--- src/hw/rtl/rhc_pkg.sv ---
// shared types and constants for the rgb to hsv conversion unit
package rhc_pkg;

    localparam int ChanW     = 8;
    localparam int HueW      = 9;
    localparam int PctW      = 7;
    localparam int DividendW = 18;
    localparam int DivisorW  = 9;
    localparam int QuoW      = 9;
    localparam int DivStages = 3;
    localparam int StepBits  = 3;
    localparam int ScaledW   = 15;

    localparam logic [1:0] SecRed   = 2'd0;
    localparam logic [1:0] SecGreen = 2'd1;
    localparam logic [1:0] SecBlue  = 2'd2;

    typedef struct packed {
        logic                  valid;
        logic [DividendW-1:0]  hue_dividend;
        logic [DivisorW-1:0]   hue_divisor;
        logic [DividendW-1:0]  sat_dividend;
        logic [DivisorW-1:0]   sat_divisor;
        logic [ScaledW-1:0]    val_scaled;
    } t_div_req;

endpackage

--- src/hw/rtl/rhc_prep.sv ---
// front stages: channel extremes, then divider operands
module rhc_prep (
    input  logic                          i_clk,
    input  logic                          i_rst_n,
    input  logic                          i_take,
    input  logic [rhc_pkg::ChanW-1:0]     i_red,
    input  logic [rhc_pkg::ChanW-1:0]     i_green,
    input  logic [rhc_pkg::ChanW-1:0]     i_blue,
    output rhc_pkg::t_div_req             o_req
);

    logic [rhc_pkg::ChanW-1:0] n_mx, n_mn;
    logic [1:0]                n_sector;
    logic signed [8:0]         n_diff;

    logic                      r_s1_valid;
    logic [rhc_pkg::ChanW-1:0] r_s1_mx;
    logic [rhc_pkg::ChanW-1:0] r_s1_d;
    logic [1:0]                r_s1_sector;
    logic signed [8:0]         r_s1_diff;

    logic [16:0]               hoff;
    logic signed [17:0]        diff_ext;
    logic signed [17:0]        num;
    rhc_pkg::t_div_req         n_req;
    rhc_pkg::t_div_req         r_req;

    always_comb begin
        n_mx = i_red;
        n_mn = i_red;
        if (i_green > n_mx) n_mx = i_green;
        if (i_blue > n_mx) n_mx = i_blue;
        if (i_green < n_mn) n_mn = i_green;
        if (i_blue < n_mn) n_mn = i_blue;
        priority if (i_red >= i_green && i_red >= i_blue) begin
            n_sector = rhc_pkg::SecRed;
            n_diff   = $signed({1'b0, i_green}) - $signed({1'b0, i_blue});
        end else if (i_green >= i_blue) begin
            n_sector = rhc_pkg::SecGreen;
            n_diff   = $signed({1'b0, i_blue}) - $signed({1'b0, i_red});
        end else begin
            n_sector = rhc_pkg::SecBlue;
            n_diff   = $signed({1'b0, i_red}) - $signed({1'b0, i_green});
        end
    end

    always_ff @(posedge i_clk) begin
        if (!i_rst_n) begin
            r_s1_valid <= 1'b0;
        end else begin
            r_s1_valid <= i_take;
        end
        r_s1_mx     <= n_mx;
        r_s1_d      <= n_mx - n_mn;
        r_s1_sector <= n_sector;
        r_s1_diff   <= n_diff;
    end

    always_comb begin
        unique case (r_s1_sector)
            rhc_pkg::SecRed: begin
                hoff = r_s1_diff[8] ? 17'(17'(r_s1_d) * 17'd360) : 17'd0;
            end
            rhc_pkg::SecGreen: begin
                hoff = 17'(17'(r_s1_d) * 17'd120);
            end
            rhc_pkg::SecBlue: begin
                hoff = 17'(17'(r_s1_d) * 17'd240);
            end
            default: begin
                hoff = 17'd0;
            end
        endcase
        diff_ext = 18'(r_s1_diff);
        num      = 18'(diff_ext * 18'sd60) + $signed({1'b0, hoff});

        n_req.valid        = r_s1_valid;
        n_req.hue_dividend = {num[16:0], 1'b0} + 18'(r_s1_d);
        n_req.hue_divisor  = (r_s1_d == '0) ? 9'd2 : {r_s1_d, 1'b0};
        n_req.sat_dividend = 18'(18'(r_s1_d) * 18'd200) + 18'(r_s1_mx);
        n_req.sat_divisor  = (r_s1_mx == '0) ? 9'd2 : {r_s1_mx, 1'b0};
        n_req.val_scaled   = 15'(15'(r_s1_mx) * 15'd100) + 15'd128;
    end

    always_ff @(posedge i_clk) begin
        if (!i_rst_n) begin
            r_req.valid <= 1'b0;
        end else begin
            r_req <= n_req;
        end
    end

    assign o_req = r_req;

endmodule

--- src/hw/rtl/rhc_divider.sv ---
// pipelined restoring divider, three quotient bits per stage
module rhc_divider (
    input  logic                              i_clk,
    input  logic                              i_rst_n,
    input  logic                              i_valid,
    input  logic [rhc_pkg::DividendW-1:0]     i_dividend,
    input  logic [rhc_pkg::DivisorW-1:0]      i_divisor,
    output logic                              o_valid,
    output logic [rhc_pkg::QuoW-1:0]          o_quotient
);

    localparam int Last = rhc_pkg::DivStages - 1;

    logic                             r_vld [rhc_pkg::DivStages];
    logic [rhc_pkg::DividendW-1:0]    r_rem [rhc_pkg::DivStages];
    logic [rhc_pkg::DivisorW-1:0]     r_den [rhc_pkg::DivStages];
    logic [rhc_pkg::QuoW-1:0]         r_quo [rhc_pkg::DivStages];

    for (genvar s = 0; s < rhc_pkg::DivStages; s++) begin : g_stage
        logic                             w_vld;
        logic [rhc_pkg::DividendW-1:0]    w_rem;
        logic [rhc_pkg::DivisorW-1:0]     w_den;
        logic [rhc_pkg::QuoW-1:0]         w_quo;
        logic [rhc_pkg::DividendW-1:0]    n_rem;
        logic [rhc_pkg::QuoW-1:0]         n_quo;

        if (s == 0) begin : g_head
            assign w_vld = i_valid;
            assign w_rem = i_dividend;
            assign w_den = i_divisor;
            assign w_quo = '0;
        end else begin : g_body
            assign w_vld = r_vld[s-1];
            assign w_rem = r_rem[s-1];
            assign w_den = r_den[s-1];
            assign w_quo = r_quo[s-1];
        end

        always_comb begin
            logic [rhc_pkg::DividendW-1:0] trial;
            n_rem = w_rem;
            n_quo = w_quo;
            for (int k = 0; k < rhc_pkg::StepBits; k++) begin
                trial = rhc_pkg::DividendW'(w_den)
                        << (rhc_pkg::QuoW - 1 - s * rhc_pkg::StepBits - k);
                if (n_rem >= trial) begin
                    n_rem = n_rem - trial;
                    n_quo = {n_quo[rhc_pkg::QuoW-2:0], 1'b1};
                end else begin
                    n_quo = {n_quo[rhc_pkg::QuoW-2:0], 1'b0};
                end
            end
        end

        always_ff @(posedge i_clk) begin
            if (!i_rst_n) begin
                r_vld[s] <= 1'b0;
            end else begin
                r_vld[s] <= w_vld;
            end
            r_rem[s] <= n_rem;
            r_den[s] <= w_den;
            r_quo[s] <= n_quo;
        end
    end

    assign o_valid    = r_vld[Last];
    assign o_quotient = r_quo[Last];

endmodule

--- src/hw/rtl/rgb_to_hsv_convert_unit.sv ---
// top level of the rgb to hsv conversion unit
// Takes one rgb word per clock whenever busy is low and returns hue in degrees
// (0..360) with saturation and value in percent (0..100), all rounded half up.
// Every accepted word gives exactly one result on o_done: two operand stages
// followed by a three stage divider that retires three quotient bits per stage,
// with hue and saturation divided in parallel. busy is high while reset is held
// and clears on the clock edge after reset is released;
// results are never held back and must be taken in the cycle o_done is high.
module rgb_to_hsv_convert_unit (
    input  logic                          i_clk,
    input  logic                          i_rst_n,
    input  logic                          start,
    output logic                          busy,
    input  logic [rhc_pkg::ChanW-1:0]     i_red,
    input  logic [rhc_pkg::ChanW-1:0]     i_green,
    input  logic [rhc_pkg::ChanW-1:0]     i_blue,
    output logic                          o_done,
    output logic [rhc_pkg::HueW-1:0]      o_hue,
    output logic [rhc_pkg::PctW-1:0]      o_saturation,
    output logic [rhc_pkg::PctW-1:0]      o_brightness_value
);

    logic                         r_busy;
    rhc_pkg::t_div_req            w_req;
    logic                         w_hue_vld, w_sat_vld;
    logic [rhc_pkg::QuoW-1:0]     w_hue_quo, w_sat_quo;
    logic [22:0]                  w_val_prod;
    logic [rhc_pkg::PctW-1:0]     r_val [rhc_pkg::DivStages];

    always_ff @(posedge i_clk) begin
        if (!i_rst_n) begin
            r_busy <= 1'b1;
        end else begin
            r_busy <= 1'b0;
        end
    end

    assign busy = r_busy;

    rhc_prep u_prep (
        .i_clk   (i_clk),
        .i_rst_n (i_rst_n),
        .i_take  (start && !r_busy),
        .i_red   (i_red),
        .i_green (i_green),
        .i_blue  (i_blue),
        .o_req   (w_req)
    );

    rhc_divider u_hue_div (
        .i_clk      (i_clk),
        .i_rst_n    (i_rst_n),
        .i_valid    (w_req.valid),
        .i_dividend (w_req.hue_dividend),
        .i_divisor  (w_req.hue_divisor),
        .o_valid    (w_hue_vld),
        .o_quotient (w_hue_quo)
    );

    rhc_divider u_sat_div (
        .i_clk      (i_clk),
        .i_rst_n    (i_rst_n),
        .i_valid    (w_req.valid),
        .i_dividend (w_req.sat_dividend),
        .i_divisor  (w_req.sat_divisor),
        .o_valid    (w_sat_vld),
        .o_quotient (w_sat_quo)
    );

    // value by 257/65536 reciprocal of 255
    assign w_val_prod = {w_req.val_scaled, 8'b0} + 23'(w_req.val_scaled);

    always_ff @(posedge i_clk) begin
        r_val[0] <= w_val_prod[22:16];
        for (int i = 1; i < rhc_pkg::DivStages; i++) begin
            r_val[i] <= r_val[i-1];
        end
    end

    assign o_done             = w_hue_vld && w_sat_vld;
    assign o_hue              = w_hue_quo;
    assign o_saturation       = w_sat_quo[rhc_pkg::PctW-1:0];
    assign o_brightness_value = r_val[rhc_pkg::DivStages-1];

endmodule

--- config.mk ---
export PLATFORM = sky130hd
export DESIGN_NAME = rgb_to_hsv_convert_unit
export DESIGN_NICKNAME = d
export VERILOG_FILES = /design/src/hw/rtl/rhc_pkg.sv /design/src/hw/rtl/rhc_prep.sv /design/src/hw/rtl/rhc_divider.sv /design/src/hw/rtl/rgb_to_hsv_convert_unit.sv
export SDC_FILE = /design/constraint.sdc
export NUM_CORES = 1
export LEC_CHECK = 0
export BUFFER_PORTS_ARGS = -buffer_cell sky130_fd_sc_hd__buf_2
export CAP_MARGIN = 0
export CORE_ASPECT_RATIO = 1.75
export CORE_MARGIN = 2
export CORE_UTILIZATION = 70
export DETAILED_ROUTE_END_ITERATION = 7
export HOLD_SLACK_MARGIN = 0.1
export PLACE_DENSITY = 0.88
export SLEW_MARGIN = 30
export SYNTH_ARGS = -nofsm -noshare
export SYNTH_HDL_FRONTEND = slang
export SYNTH_SLANG_ARGS = --single-unit
--- constraint.sdc ---
create_clock -name i_clk -period 23 [get_ports i_clk]
set_input_delay 2.3 -clock i_clk [delete_from_list [all_inputs] [get_ports i_clk]]
set_output_delay 2.3 -clock i_clk [all_outputs]
set_load 0.01 [all_outputs]
==> impl_results.md, run 1 <==
* WP data arrival at 9.34 ns
* Area Growth Syn to Fin at 6.74%
* Final GP Congestion at 0.995
* Row cnt at 87
* Synth Instances at 2598
* Final slew viol count at 0
* Synth top area cells: ha_1, dfxtp_1, edfxtp_1, fa_1, xnor2_1
* # diodes at 0
* Final Cycle Share at 38.7%
* Cts bufs inserted at 25
* Critical path's slowest cell: nor4_1
* Hold-fix buffers at CTS at 0
* # setup viols final at 0
* Mapped Nets at 3034
* Hold/Removal Path Class: register to register
* DRC at 0
* Critical path startpoint category: register
* RSZ-0062 raised after global routing: no
* Final Instance Area at 24200 um2
* FFs w/ async S/R, synth at 0%
* Clock slew at reported path FFs at 0.07 ns
* WHS Path Cells at 0
* Top FF cell, synth: dfxtp_1
* H-tree levels at 1
* Adder-Cell Fraction of Synth Area at 24.8%
* FF-to-FF path depth at 31
* Final setup TNS at 0 ns
* Gr usage total at 32.2%
* WHS at 0.326 ns
* Sequential share of the synthesized area at 24.8%
* Crit Path Class: register to register
* Core Area at 32000 um2
* RR Startpoint: u_hue_div.r_den[0][7]
* Worst Setup End Kind: register
* Area share of the largest cell type after synthesis at 19.0%
* IO Count at 52
* Final #Nets at 3076
* CTS tree: built
* Starting Density at 70.8%
* HPWL reported at the end of detailed placement at 44700 um
* Post-Syn Area at 22600 um2
* CTS Buffer Depth at 3
* YS warnings at 0
* Syn_area_per_cell at 8.72 um2
* Drt total wl at 55000 um
* WL/cell at 18.0 um
* Post-Synth XOR/XNOR Area at 7.91%
* Vias in the first global route at 19844
* Iter 0 DRT Violations at 895
* Post_cts resized at 0
* Setup Skew at 0.0236 ns
* EDFF count, synth at 61
* Setup bufs post-CTS at 0
* Post-route ant nets at 0
* Worst-Margin Slew at 0.859 ns
* Worst-skew pair later-pin latency at 0.54 ns
* Crit-path max FO at 18
* First-pass GRT wire length at 90600 um
* Post-synthesis simple-gate area fraction at 15.3%
* Slew Limit Headroom at 41.9%
* Tmin final at 8.91 ns
* Critical Path Start: u_hue_div.r_den[0][7]
* Netlist cell types at 82
* R2R setup slack at 14.09 ns
* Reg-to-reg endpoint: u_hue_div.r_rem[0][23]
* Pin count of the biggest net entering global routing at 69
* # clock sinks at 250
* Initial antenna violation count at 0
* Layout cells sized above 1 at 6.47%
* Max Freq at 0.112 GHz
* Drt first pass iters at 6
* Compound-cell area share of the yosys netlist at 17.4%
* Main combinational cell family by area after synthesis: adder cells
* Vias at 19013
* Post-layout util at 75.5%
* Max cap viols at 0
* Hold path start: u_sat_div.r_quo[0][0]
* # fillers at 2257
* Die footprint at 33900 um2
* Synthesis-stage register bit count at 250
* Most area-hungry cell type in the Yosys netlist: ha_1
* Area post-placement at 23200 um2
* Status: finished clean
* Die Wd at 140 um
* Port bufs at 51
* Mux contribution to synthesized area at 3.90%
* Crit path largest cell delay at 0.66 ns
* CTS root buf: clkbuf_16
* Via-to-Cell Ratio at 6.22
* WP data required at 23.43 ns
* Hold Fails Final Rpt at 0
* Hold endpoint: u_sat_div.r_quo[0][12]
* Die Height at 242 um
* GR Overflow Total at 0
==> critical path: cells and delay by family (launching register included) <==
family | cells | cell delay [ns]
flops | 1 | 0.34
compound gates | 11 | 2.36
buf+inv | 4 | 0.80
fa+ha+maj | 3 | 1.17
mux | 1 | 0.41
simple gates | 12 | 3.70
==> worst max-delay path by stage <==
stage,end,slack [ns],depth (start not counted)
detailed placement,u_hue_div.r_rem[0][23],14.00,31
global route,u_hue_div.r_rem[0][28],13.53,32
global placement,u_hue_div.r_rem[0][23],14.30,31
CTS,u_hue_div.r_rem[0][23],13.92,31
finish,u_hue_div.r_rem[0][23],14.09,31
floorplan,u_hue_div.r_rem[0][23],15.71,33
==> cells in the final DEF (no fill, tap or decap), types with 17 or more instances in the layout <==
| cell type | count |
|---|---|
| ha_1 | 344 |
| inv_1 | 299 |
| a21oi_1 | 205 |
| dfxtp_1 | 189 |
| nor2_1 | 177 |
| o21ai_0 | 155 |
| nand2_1 | 143 |
| xnor2_1 | 133 |
| xor2_1 | 69 |
| fa_1 | 65 |
| edfxtp_1 | 61 |
| a21o_1 | 60 |
| nor2b_1 | 53 |
| buf_2 | 52 |
| mux2i_1 | 44 |
| nand2b_1 | 41 |
| nand4_1 | 41 |
| nor3_1 | 41 |
| mux2_2 | 38 |
| and2_1 | 38 |
| o21a_1 | 36 |
| nand3_1 | 35 |
| clkbuf_16 | 28 |
| o21bai_1 | 25 |
| o31ai_1 | 19 |
| o211ai_1 | 17 |
==> per-layer routing <==
metal | vias to the layer above | track usage [%] | part of all wire, %
li1 | 9236 | - | -
met1 | 8963 | 30.0 | 34
met2 | 566 | 64.1 | 55
met3 | 248 | 2.47 | 3.1
met4 | 0 | 22.6 | 7.8
met5 | - | 0 | 0
==> metrics by stage <==
step                setup slack, ns  cells
floorplan                     15.71   2598
global placement              14.30   3012
detailed placement            14.00   3012
CTS                           13.92   3058
global route                  13.53   3059
finish                        14.09   3059
==> cell type report <==
type / count / area (um2) / share of cell area [%]
multi-input combinational: 2003 / 15700 / 65.0
tap: 400 / 500 / 2.07
clock inverter: 10 / 124 / 0.512
timing repair buffer: 58 / 305 / 1.26
sequential: 250 / 5620 / 23.2
inverter: 302 / 1140 / 4.70
clock buffer: 36 / 791 / 3.27
==> sequential cells by signal, summed over array words and instances (netlist names) <==
name,cells
u_sat_div.r_vld,1
u_sat_div.r_den,16
u_prep.r_s1_sector,2
u_sat_div.r_quo,12
u_prep.r_s1_d,8
u_prep.r_s1_valid,1
u_prep.r_s1_diff,9
busy,1
u_prep.r_s1_mx,8
u_prep.o_req,62
u_hue_div.r_quo,18
r_val,21
u_hue_div.r_den,16
u_hue_div.r_rem,36
u_hue_div.r_vld,3
u_sat_div.r_rem,36
==> logic make-up after synthesis <==
family	after synthesis
and+or+nand+nor	675
AOI/OAI and AO/OA	633
adders and majority gates	409
buffers and inverters	345
DFF	250
xor gates and xnor gates	203
muxes	83
==> cells in the mapped netlist (17+ instances only) <==
cell type,count
ha_1,344
inv_1,299
a21oi_1,205
dfxtp_1,189
nor2_1,177
o21ai_0,155
nand2_1,143
xnor2_1,133
xor2_1,69
fa_1,65
edfxtp_1,61
a21o_1,60
nor2b_1,53
mux2i_1,44
nand2b_1,41
nand4_1,41
nor3_1,41
and2_1,38
mux2_2,38
o21a_1,36
nand3_1,35
clkbuf_1,26
o21bai_1,25
o31ai_1,19
o211ai_1,17
Power of run 1 is not shown: default switching activity piles up to over one toggle a cycle in this logic, so the estimate is an artifact.
==> inputs of run 2 (changes only) <==
Settings changed: ABC_AREA set to 1, CORE_UTILIZATION 70 to 65, PLACE_DENSITY 0.88 to 0.82.
Clock period 23 ns to 9.2 ns, I/O delays scaled along.
==> impl_results.md, run 2 <==
* Status: finished clean (unchanged)
* R2R setup slack at 2.41 ns (was 14.09 ns)
* Netlist cell types at 57 (was 82)
* Most area-hungry cell type in the Yosys netlist: ha_1 (unchanged)
* Leading cell type in the layout, fill and taps excluded: nand2_1 (was ha_1)
* DRC at 0 (unchanged)
* Vias at 21080 (was 19013)
* Iter 0 DRT Violations at 860 (was 895)
* CTS tree: built (unchanged)
* Most common cell in the netlist: nand2_1 (was ha_1)
* Die footprint at 38200 um2 (was 33900 um2)
* CP Depth at 31 (unchanged)
* CP top delay family: compound AO/OA/AOI/OAI gates (was simple AND/OR/NAND/NOR gates)
* Synth top cells by count: nand2_1, inv_1, ha_1 (was ha_1, inv_1, a21oi_1)
* Largest register FFs at 62 (unchanged)
* Cts bufs inserted at 25 (unchanged)
* FFs w/ async S/R, synth at 0% (unchanged)
* # fillers at 2972 (was 2257)
* Post-Syn Area at 23800 um2 (was 22600 um2)
* Final Cycle Share at 73.8% (was 38.7%)
* HPWL reported at the end of detailed placement at 49200 um (was 44700 um)
* Placed insts at 3718 (was 3012)
* Hold endpoint: u_hue_div.r_quo[0][26] (was u_sat_div.r_quo[0][12])
* Starting Density at 66.0% (was 70.8%)
* Die Wd at 149 um (was 140 um)
* Sequential Area at 5620 um2 (unchanged)
* Core Area at 36000 um2 (was 32000 um2)
* Setup bufs post-CTS at 0 (unchanged)
* Post-route ant nets at 0 (unchanged)
* EDFF count, synth at 61 (unchanged)
* Drt total wl at 58600 um (was 55000 um)
* WP data required at 9.63 ns (was 23.43 ns)
* Synth top area cells: ha_1, dfxtp_1, nand2_1, inv_1, edfxtp_1 (was ha_1, dfxtp_1, edfxtp_1, fa_1, xnor2_1)
* Synthesis-stage register bit count at 250 (unchanged)
* FF-to-FF path depth at 31 (unchanged)
* Area Growth Syn to Fin at 6.14% (was 6.74%)
* Max Freq at 0.147 GHz (was 0.112 GHz)
* Via-to-Cell Ratio at 5.60 (was 6.22)
* CTS Buffer Depth at 3 (unchanged)
* Final setup TNS at 0 ns (unchanged)
* Setup Skew at 0.0117 ns (was 0.0236 ns)
* Worst-skew pair later-pin latency at 0.55 ns (was 0.54 ns)
* Hold/Removal Path Class: register to register (unchanged)
* Critical path's slowest cell: o21ai_0 (was nor4_1)
* WP data arrival at 7.22 ns (was 9.34 ns)
* Synth Instances at 3229 (was 2598)
* Worst-Margin Slew at 0.853 ns (was 0.859 ns)
* Mapped Nets at 3665 (was 3034)
* GR Overflow Total at 0 (unchanged)
* Row cnt at 92 (was 87)
* Port bufs at 51 (unchanged)
* Final #Nets at 3711 (was 3076)
* WHS Path Cells at 0 (unchanged)
* Initial antenna violation count at 0 (unchanged)
* Layout Cells excl Fill at 3762 (was 3059)
* Final GP Congestion at 1.02 (was 0.995)
* # clock sinks at 250 (unchanged)
* Hold-fix buffers at CTS at 0 (unchanged)
* Crit path largest cell delay at 0.58 ns (was 0.66 ns)
* Gr usage total at 30.6% (was 32.2%)
* Post_cts resized at 0 (unchanged)
* First-pass GRT wire length at 96000 um (was 90600 um)
* IO Count at 52 (unchanged)
* Crit-path max FO at 20 (was 18)
* # diodes at 0 (unchanged)
* Hold path start: u_hue_div.r_quo[0][14] (was u_sat_div.r_quo[0][0])
* RSZ-0062 raised after global routing: no (unchanged)
* Slew Limit Headroom at 43.1% (was 41.9%)
* Area of the multi-input gates at 15800 um2 (was 15700 um2)
* YS warnings at 0 (unchanged)
* Commonest non-fill, non-tap cells in the layout: nand2_1, inv_1, ha_1, nor2_1, a21oi_1 (was ha_1, inv_1, a21oi_1, dfxtp_1, nor2_1)
* Clock slew at reported path FFs at 0.07 ns (about the same)
* RR Startpoint: u_prep.o_req[20] (was u_hue_div.r_den[0][7])
* # setup viols final at 0 (unchanged)
* Die Height at 257 um (was 242 um)
* Syn_area_per_cell at 7.37 um2 (was 8.72 um2)
* Tmin final at 6.79 ns (was 8.91 ns)
* Layout cells sized above 1 at 6.08% (was 6.47%)
* Critical path startpoint category: register (unchanged)
* Worst Setup End Kind: register (unchanged)
* Pin count of the biggest net entering global routing at 68 (was 69)
* Hold Fails Final Rpt at 0 (unchanged)
* Area share of the largest cell type after synthesis at 18.1% (was 19.0%)
* Sequential share of the synthesized area at 23.6% (was 24.8%)
* Reg-to-reg endpoint: u_sat_div.r_rem[0][14] (was u_hue_div.r_rem[0][23])
* H-tree levels at 1 (unchanged)
* Top FF cell, synth: dfxtp_1 (unchanged)
* Vias in the first global route at 21709 (was 19844)
* CTS root buf: clkbuf_16 (unchanged)
* Crit path buffers/inverters at 4 (unchanged)
* Max cap viols at 0 (unchanged)
* Drt first pass iters at 8 (was 6)
* Final slew viol count at 0 (unchanged)
* Crit Path Class: register to register (unchanged)
* WL/cell at 15.6 um (was 18.0 um)
[run 2: layer usage]
metal	up-vias	wire, um	GRT usage (%)
met5	-	0	0
met4	0	4930	23.3
met3	288	1660	3.26
met2	499	32800	62.8
met1	9676	19300	25.6
li1	10617	-	-
[run 2: area by class of cell]
class / count / area share [%]
Multi-Input combinational cell: 2382 / 62.8
Inverter: 564 / 8.38
Timing Repair Buffer: 52 / 1.04
Sequential cell: 250 / 22.2
Clock buffer: 30 / 2.63
Tap cell: 470 / 2.33
Clock inverter: 14 / 0.629
[run 2: worst max path at each step]
stage / startpoint / endpoint / slack [ns]
global placement: u_prep.o_req[45] / u_hue_div.r_rem[0][12] / 2.89
global route: u_prep.o_req[45] / u_hue_div.r_rem[0][11] / 1.78
finish: u_prep.o_req[20] / u_sat_div.r_rem[0][14] / 2.41
floorplan: u_prep.o_req[45] / u_hue_div.r_rem[0][10] / 3.73
CTS: u_prep.o_req[20] / u_sat_div.r_rem[0][14] / 2.51
detailed placement: u_prep.o_req[20] / u_sat_div.r_rem[0][14] / 2.58
[run 2: cells by family after synthesis]
group                      count (synthesis)  share of synthesized area [%]
DFF                                      250                           23.6
and+or+nand+nor                         1270                           23.7
xor gates and xnor gates                 212                           7.80
adders and majority gates                409                           23.6
AOI/OAI and AO/OA                        491                           11.5
buffers and inverters                    597                           9.79
[run 2: through the flow]
stage	util, %	setup slack [ns]	hold WS, ns	instance area [um2]
2_1_floorplan	-	3.73	0.310	23800
3_3_place_gp	67.8	2.89	0.309	24400
3_5_place_dp	67.8	2.58	0.313	24400
4_1_cts	70.1	2.51	0.325	25300
5_1_grt	70.1	1.78	0.332	25300
6_report	70.1	2.41	0.322	25300
Power of run 2 is left out for the same reason.
